File: config.mk
export PLATFORM = sky130hd
export DESIGN_NAME = gpio_port_with_interrupts_core
export DESIGN_NICKNAME = d
export VERILOG_FILES = /design/src/gpioi_pkg.sv /design/src/gpioi_pin_lane.sv /design/src/gpioi_out_queue.sv /design/src/gpio_port_with_interrupts_core.sv
export SDC_FILE = /design/constraint.sdc
export NUM_CORES = 1
export LEC_CHECK = 0
export BUFFER_PORTS_ARGS = -buffer_cell sky130_fd_sc_hd__buf_2
export CAP_MARGIN = 20
export CORE_ASPECT_RATIO = 0.9
export CORE_MARGIN = 3
export CORE_UTILIZATION = 29
export CTS_BUF_LIST = sky130_fd_sc_hd__clkbuf_8 sky130_fd_sc_hd__clkbuf_16
export CTS_CLUSTER_DIAMETER = 100
export CTS_CLUSTER_SIZE = 40
export DETAILED_ROUTE_END_ITERATION = 16
export PLACE_DENSITY = 0.47
export SKIP_CTS_REPAIR_TIMING = 1
export SLEW_MARGIN = 25
export SYNTH_ARGS = -nofsm -noshare
export SYNTH_HDL_FRONTEND = slang
export SYNTH_SLANG_ARGS = --single-unit
File: constraint.sdc
create_clock -name clock -period 6.1 [get_ports clock]
set_input_delay 0 -clock clock [delete_from_list [all_inputs] [get_ports clock]]
set_output_delay 0 -clock clock [all_outputs]
set_load 0.05 [all_outputs]
File: src/gpioi_pkg.sv
`timescale 1ns / 1ps
// gpioi_pkg: shared types and constants for the gpio port with interrupts
// used by gpioi_pin_lane, gpioi_out_queue and gpio_port_with_interrupts_core
package gpioi_pkg;

   localparam int PIN_COUNT = 32;
   localparam int WORD_W = 32;
   localparam int ICR_PINS = 16;
   localparam logic [WORD_W-1:0] PIN_MASK = WORD_W'((64'd1 << PIN_COUNT) - 64'd1);

   typedef enum logic [1:0] {
      ACT_READ  = 2'd0,
      ACT_WRITE = 2'd1,
      ACT_TICK  = 2'd2
   } action_type;

   typedef enum logic [2:0] {
      SEL_DATA   = 3'd0,
      SEL_DIR    = 3'd1,
      SEL_ICR_LO = 3'd2,
      SEL_ICR_HI = 3'd3,
      SEL_MASK   = 3'd4,
      SEL_STATUS = 3'd5,
      SEL_EDGE   = 3'd6
   } reg_sel_type;

   typedef enum logic [1:0] {
      ICR_LOW     = 2'd0,
      ICR_HIGH    = 2'd1,
      ICR_RISING  = 2'd2,
      ICR_FALLING = 2'd3
   } icr_type;

   typedef struct packed {
      logic [WORD_W-1:0] read_data;
      logic [WORD_W-1:0] pad_out;
      logic [WORD_W-1:0] pad_drive_enable;
      logic              irq;
   } rsp_type;

endpackage

File: src/gpioi_pin_lane.sv
`timescale 1ns / 1ps
// gpioi_pin_lane: interrupt condition detector for one pin
// depends on gpioi_pkg
module gpioi_pin_lane (
   input  logic       pad_now,
   input  logic       pad_last,
   input  logic [1:0] icr_code,
   input  logic       any_edge,
   output logic       fire
);
   import gpioi_pkg::*;

   always_comb begin
      if (any_edge) begin
         fire = pad_now ^ pad_last;
      end else begin
         case (icr_type'(icr_code))
            ICR_LOW:     fire = ~pad_now;
            ICR_HIGH:    fire = pad_now;
            ICR_RISING:  fire = pad_now & ~pad_last;
            ICR_FALLING: fire = ~pad_now & pad_last;
            default:     fire = 1'b0;
         endcase
      end
   end

endmodule

File: src/gpioi_out_queue.sv
`timescale 1ns / 1ps
// gpioi_out_queue: two-entry result queue parting the request and response sides
// depends on gpioi_pkg
module gpioi_out_queue (
   input  logic              clock,
   input  logic              reset,
   input  logic              push,
   input  gpioi_pkg::rsp_type push_data,
   output logic              can_push,
   output logic              rsp_valid,
   input  logic              rsp_ready,
   output gpioi_pkg::rsp_type rsp_data
);
   import gpioi_pkg::*;

   rsp_type    entry_ff [2];
   logic       wr_ptr_ff, wr_ptr_in;
   logic       rd_ptr_ff, rd_ptr_in;
   logic [1:0] count_ff, count_in;
   logic       pop;

   assign can_push  = (count_ff != 2'd2);
   assign rsp_valid = (count_ff != 2'd0);
   assign rsp_data  = entry_ff[rd_ptr_ff];
   assign pop       = rsp_valid & rsp_ready;

   always_comb begin
      wr_ptr_in = push ? ~wr_ptr_ff : wr_ptr_ff;
      rd_ptr_in = pop ? ~rd_ptr_ff : rd_ptr_ff;
      count_in  = count_ff + {1'b0, push} - {1'b0, pop};
   end

   always_ff @(posedge clock) begin
      if (reset) begin
         wr_ptr_ff <= 1'b0;
         rd_ptr_ff <= 1'b0;
         count_ff  <= 2'd0;
      end else begin
         wr_ptr_ff <= wr_ptr_in;
         rd_ptr_ff <= rd_ptr_in;
         count_ff  <= count_in;
      end
   end

   always_ff @(posedge clock) begin
      if (push) begin
         entry_ff[wr_ptr_ff] <= push_data;
      end
   end

endmodule

File: src/gpio_port_with_interrupts_core.sv
`timescale 1ns / 1ps
// gpio_port_with_interrupts_core: 32-pin gpio port with per-pin interrupt lanes
// depends on gpioi_pkg, gpioi_pin_lane, gpioi_out_queue
//
//   channel | direction | ports
//   req     | in        | req_valid, req_ready, req_action, req_reg_select,
//           |           | req_write_data, req_pad_levels
//   rsp     | out       | rsp_valid, rsp_ready, rsp_read_data, rsp_pad_out,
//           |           | rsp_pad_drive_enable, rsp_irq
//
// one item per cycle while req_ready is high; registers and status update at the request transfer
// the result is written into the result queue at its request transfer
// a two-entry result queue keeps req_ready high for one stalled result
// synchronous reset clears all registers and the queue
module gpio_port_with_interrupts_core (
   input  logic                         clock,
   input  logic                         reset,
   input  logic                         req_valid,
   output logic                         req_ready,
   input  logic [1:0]                   req_action,
   input  logic [2:0]                   req_reg_select,
   input  logic [gpioi_pkg::WORD_W-1:0] req_write_data,
   input  logic [gpioi_pkg::WORD_W-1:0] req_pad_levels,
   output logic                         rsp_valid,
   input  logic                         rsp_ready,
   output logic [gpioi_pkg::WORD_W-1:0] rsp_read_data,
   output logic [gpioi_pkg::WORD_W-1:0] rsp_pad_out,
   output logic [gpioi_pkg::WORD_W-1:0] rsp_pad_drive_enable,
   output logic                         rsp_irq
);
   import gpioi_pkg::*;

   logic [WORD_W-1:0] data_ff, data_in;
   logic [WORD_W-1:0] dir_ff, dir_in;
   logic [WORD_W-1:0] icr_lo_ff, icr_lo_in;
   logic [WORD_W-1:0] icr_hi_ff, icr_hi_in;
   logic [WORD_W-1:0] mask_ff, mask_in;
   logic [WORD_W-1:0] status_ff, status_in;
   logic [WORD_W-1:0] edge_sel_ff, edge_sel_in;
   logic [WORD_W-1:0] last_pads_ff, last_pads_in;
   logic [WORD_W-1:0] hits;
   logic [WORD_W-1:0] read_word;
   logic              accept;
   rsp_type           result;
   rsp_type           rsp_data;

   assign accept = req_valid & req_ready;

   // per-pin detection lanes
   for (genvar i = 0; i < WORD_W; i++) begin : g_lane
      if (i < PIN_COUNT) begin : g_pin
         logic [1:0] code;
         if (i < ICR_PINS) begin : g_lo
            assign code = icr_lo_ff[2*i +: 2];
         end else begin : g_hi
            assign code = icr_hi_ff[2*(i-ICR_PINS) +: 2];
         end
         gpioi_pin_lane u_lane (
            .pad_now  (req_pad_levels[i]),
            .pad_last (last_pads_ff[i]),
            .icr_code (code),
            .any_edge (edge_sel_ff[i]),
            .fire     (hits[i])
         );
      end else begin : g_absent
         assign hits[i] = 1'b0;
      end
   end

   always_comb begin
      case (reg_sel_type'(req_reg_select))
         SEL_DATA:   read_word = (data_ff & dir_ff) | (req_pad_levels & ~dir_ff & PIN_MASK);
         SEL_DIR:    read_word = dir_ff;
         SEL_ICR_LO: read_word = icr_lo_ff;
         SEL_ICR_HI: read_word = icr_hi_ff;
         SEL_MASK:   read_word = mask_ff;
         SEL_STATUS: read_word = status_ff;
         SEL_EDGE:   read_word = edge_sel_ff;
         default:    read_word = '0;
      endcase
   end

   // register updates and merge of lane hits into status
   always_comb begin
      data_in      = data_ff;
      dir_in       = dir_ff;
      icr_lo_in    = icr_lo_ff;
      icr_hi_in    = icr_hi_ff;
      mask_in      = mask_ff;
      status_in    = status_ff;
      edge_sel_in  = edge_sel_ff;
      last_pads_in = last_pads_ff;
      result.read_data = '0;
      case (action_type'(req_action))
         ACT_READ: begin
            result.read_data = read_word;
         end
         ACT_WRITE: begin
            case (reg_sel_type'(req_reg_select))
               SEL_DATA:   data_in     = req_write_data & PIN_MASK;
               SEL_DIR:    dir_in      = req_write_data & PIN_MASK;
               SEL_ICR_LO: icr_lo_in   = req_write_data;
               SEL_ICR_HI: icr_hi_in   = req_write_data;
               SEL_MASK:   mask_in     = req_write_data & PIN_MASK;
               SEL_STATUS: status_in   = status_ff & ~req_write_data;
               SEL_EDGE:   edge_sel_in = req_write_data & PIN_MASK;
               default:    ;
            endcase
         end
         ACT_TICK: begin
            status_in    = status_ff | (hits & PIN_MASK);
            last_pads_in = req_pad_levels;
         end
         default: ;
      endcase
      result.pad_out          = data_in;
      result.pad_drive_enable = dir_in;
      result.irq              = |(status_in & mask_in);
   end

   always_ff @(posedge clock) begin
      if (reset) begin
         data_ff      <= '0;
         dir_ff       <= '0;
         icr_lo_ff    <= '0;
         icr_hi_ff    <= '0;
         mask_ff      <= '0;
         status_ff    <= '0;
         edge_sel_ff  <= '0;
         last_pads_ff <= '0;
      end else if (accept) begin
         data_ff      <= data_in;
         dir_ff       <= dir_in;
         icr_lo_ff    <= icr_lo_in;
         icr_hi_ff    <= icr_hi_in;
         mask_ff      <= mask_in;
         status_ff    <= status_in;
         edge_sel_ff  <= edge_sel_in;
         last_pads_ff <= last_pads_in;
      end
   end

   gpioi_out_queue u_queue (
      .clock     (clock),
      .reset     (reset),
      .push      (accept),
      .push_data (result),
      .can_push  (req_ready),
      .rsp_valid (rsp_valid),
      .rsp_ready (rsp_ready),
      .rsp_data  (rsp_data)
   );

   assign rsp_read_data        = rsp_data.read_data;
   assign rsp_pad_out          = rsp_data.pad_out;
   assign rsp_pad_drive_enable = rsp_data.pad_drive_enable;
   assign rsp_irq              = rsp_data.irq;

endmodule

==> flow_summary.toml <==
[run_status]
outcome = "finished clean"

[power]
p_per_area_nw_per_um2 = 351
total_power_mw = 8.96
p_leak_nw = 9.30
ir_worst_vdd_mv = 0.199

[floorplan]
dieArea_um2 = 79300
core_area_um2 = 74900
rows = 95
fp.dieW_um = 296
initial_core_util_pct = 29.4
ios = 172
die_height_um = 267

[layout]
fin_cells = 3437
multiInputGateArea_um2 = 10100
drive_gt1_share_pct = 17.7
final_cell_mix = "436 x nand2_1, 260 x dfxtp_1, 255 x a21oi_1"
antenna_cells = 0
seqCellArea_um2 = 11100
syn_to_final_growth_pct = 16.1
layout.nets = 2591
final_common_cell = "nand2_1"
fill_cells = 7593

[yosys]
synth-async-reset-ratio_pct = 0
yosysTopAreaCell = "edfxtp_1"
yosysSeqAreaShare_pct = 50.2
ys_top_cells_by_area = "edfxtp_1 26%, dfxtp_1 24%, mux2_2 8.7%, nand2_1 7.5%, a21oi_1 5.8%"
synth_ff_type = "dfxtp_1"
syn-cell-area_um2 = 22000
synth_fp_nets = 2449
syn_area_per_cell_um2 = 9.54
synth_seq_cells = 455
synth_top_area_share_pct = 26.5
netlist_instances = 2307
ys_types = 40
synth_edf_count = 194
ys_warn_count = 0

[sta]
fin_crit_ps = 3110
skew_ps = 36.2
finalSetupViolCount = 0
tns_ps = 0
slew_headroom_pct = 27.0
rsz0062_at_grt = "no"
period_share_pct = 51.1
timing.hold.ws_ps = 8.94
fmax_ghz = 0.321
worst_pin_slew_ps = 1100
report.final.slew_viol_count = 0
hold_viol = 0

[clock_network]
cts_num_sinks = 455
cts-buffers-inserted = 24
clock_path_buffers = 3
cts_tree = "built"
path_clk_slew_ps = 140
insertion_delay_ps = 610
htree_levels = 1
clock-root-buffer = "clkbuf_16"

[drt]
wl_per_cell_um = 23.9
viasPerCell = 5.30
drt_iter0_drc = 2016
firstDrtPassIters = 6
drt-total-wl_um = 82100
vias = 18200
ant_nets = 0
drc = 0

[grt]
overflow = 0
grt_pass1_vias = 16900
grt_max_degree = 107
grtUsageTotal_pct = 20.2
antenna_found_initial = 1
grt_pass1_wl_um = 119000

[placement]
dp_cells = 3327
dp_hpwl_um = 58100
io_buffers = 171
place.gp.congestion = 0.883

[job]
cap_viol_max_count = 0

[worst_setup_path]
crit_fanout = 48
path_class = "register to register"
critPathArrivalTime_ps = 3550
required_ps = 6540
start_kind = "register"
cp-end-kind = "register"

[min_path]
hold_path.class = "input pin to register"
==> cells by family after synthesis <==
family	count (synthesis)	synth area share [%]
compound gates	507	14.6
flops	455	50.2
xor+xnor	4	0.159
fa+ha+maj	69	3.92
buf+inv	226	4.07
mux	246	12.2
simple gates	800	14.8
==> layer usage <==
metal | track usage (%) | routed length, um | vias up
met5 | 0 | 0 | -
met4 | 3.54 | 1220 | 0
met3 | 3.04 | 6730 | 70
met2 | 29.6 | 34700 | 723
met1 | 31.3 | 39400 | 9006
li1 | - | - | 8415
==> worst paths after layout <==
| kind | from | endpoint | slack (ps) | cells past startpoint |
|---|---|---|---|---|
| setup / recovery | u_queue.count_ff[0]$_SDFF_PP0_ | icr_lo_ff[13]$_SDFFE_PP0P_ | 2990 | 9 |
| hold / removal | req_valid | dir_ff[25]$_SDFFE_PP0P_ | 9 | 5 |
| setup reg to reg | u_queue.count_ff[0]$_SDFF_PP0_ | icr_lo_ff[13]$_SDFFE_PP0P_ | 2990 | 9 |
| hold reg to reg | last_pads_ff[8]$_SDFFE_PP0P_ | last_pads_ff[8]$_SDFFE_PP0P_ | 480 | 2 |
==> flip-flops by register name, summed over array words and instances (netlist names), named ones only <==
signal / cells
mask_ff: 32
edge_sel_ff: 32
u_queue.entry_ff: 194
last_pads_ff: 32
u_queue.wr_ptr_ff: 1
icr_hi_ff: 32
icr_lo_ff: 32
u_queue.count_ff: 2
dir_ff: 32
u_queue.rd_ptr_ff: 1
status_ff: 32
data_ff: 32
==> power breakdown <==
part	internal, mW	switching [mW]
Combinational	0.805	1.99
Sequential	3.65	0.259
Clock	0.904	1.35
==> through the flow <==
stage	worst slack, ps	util [%]	instance area (um2)
2_1_floorplan	180	-	22000
3_3_place_gp	2740	31.7	23800
3_5_place_dp	2700	31.8	23800
4_1_cts	3000	33.2	24900
5_1_grt	2850	34.1	25600
6_report	2990	34.1	25600
==> final cells by class <==
type / count / area share [%]
Tap cell: 970 / 4.75
Clock inverter: 19 / 1.78
Sequential cell: 455 / 43.3
Multi-Input combinational cell: 1626 / 39.6
Timing Repair Buffer: 271 / 7.11
Clock buffer: 25 / 2.45
Inverter: 71 / 1.05
==> critical path, cell delays in order, from the launching register on <==
cell     delay, ps
dfxtp_1        330
inv_1           50
nand2_1        200
nand2_2         70
buf_4          240
inv_4          490
nand4_1        790
buf_4          530
nand2_1        120
a21oi_1         70
==> cells in the mapped netlist (34+ instances only) <==
cell type,n
nand2b_1,34
nor2_1,227
mux2i_1,59
o21ai_0,35
nand2_1,438
a211oi_1,65
ha_1,69
clkbuf_1,113
mux2_2,171
inv_1,71
edfxtp_1,194
a21oi_1,255
dfxtp_1,261
nor3_1,65
Note: power is estimated with default switching activity, not from simulation.
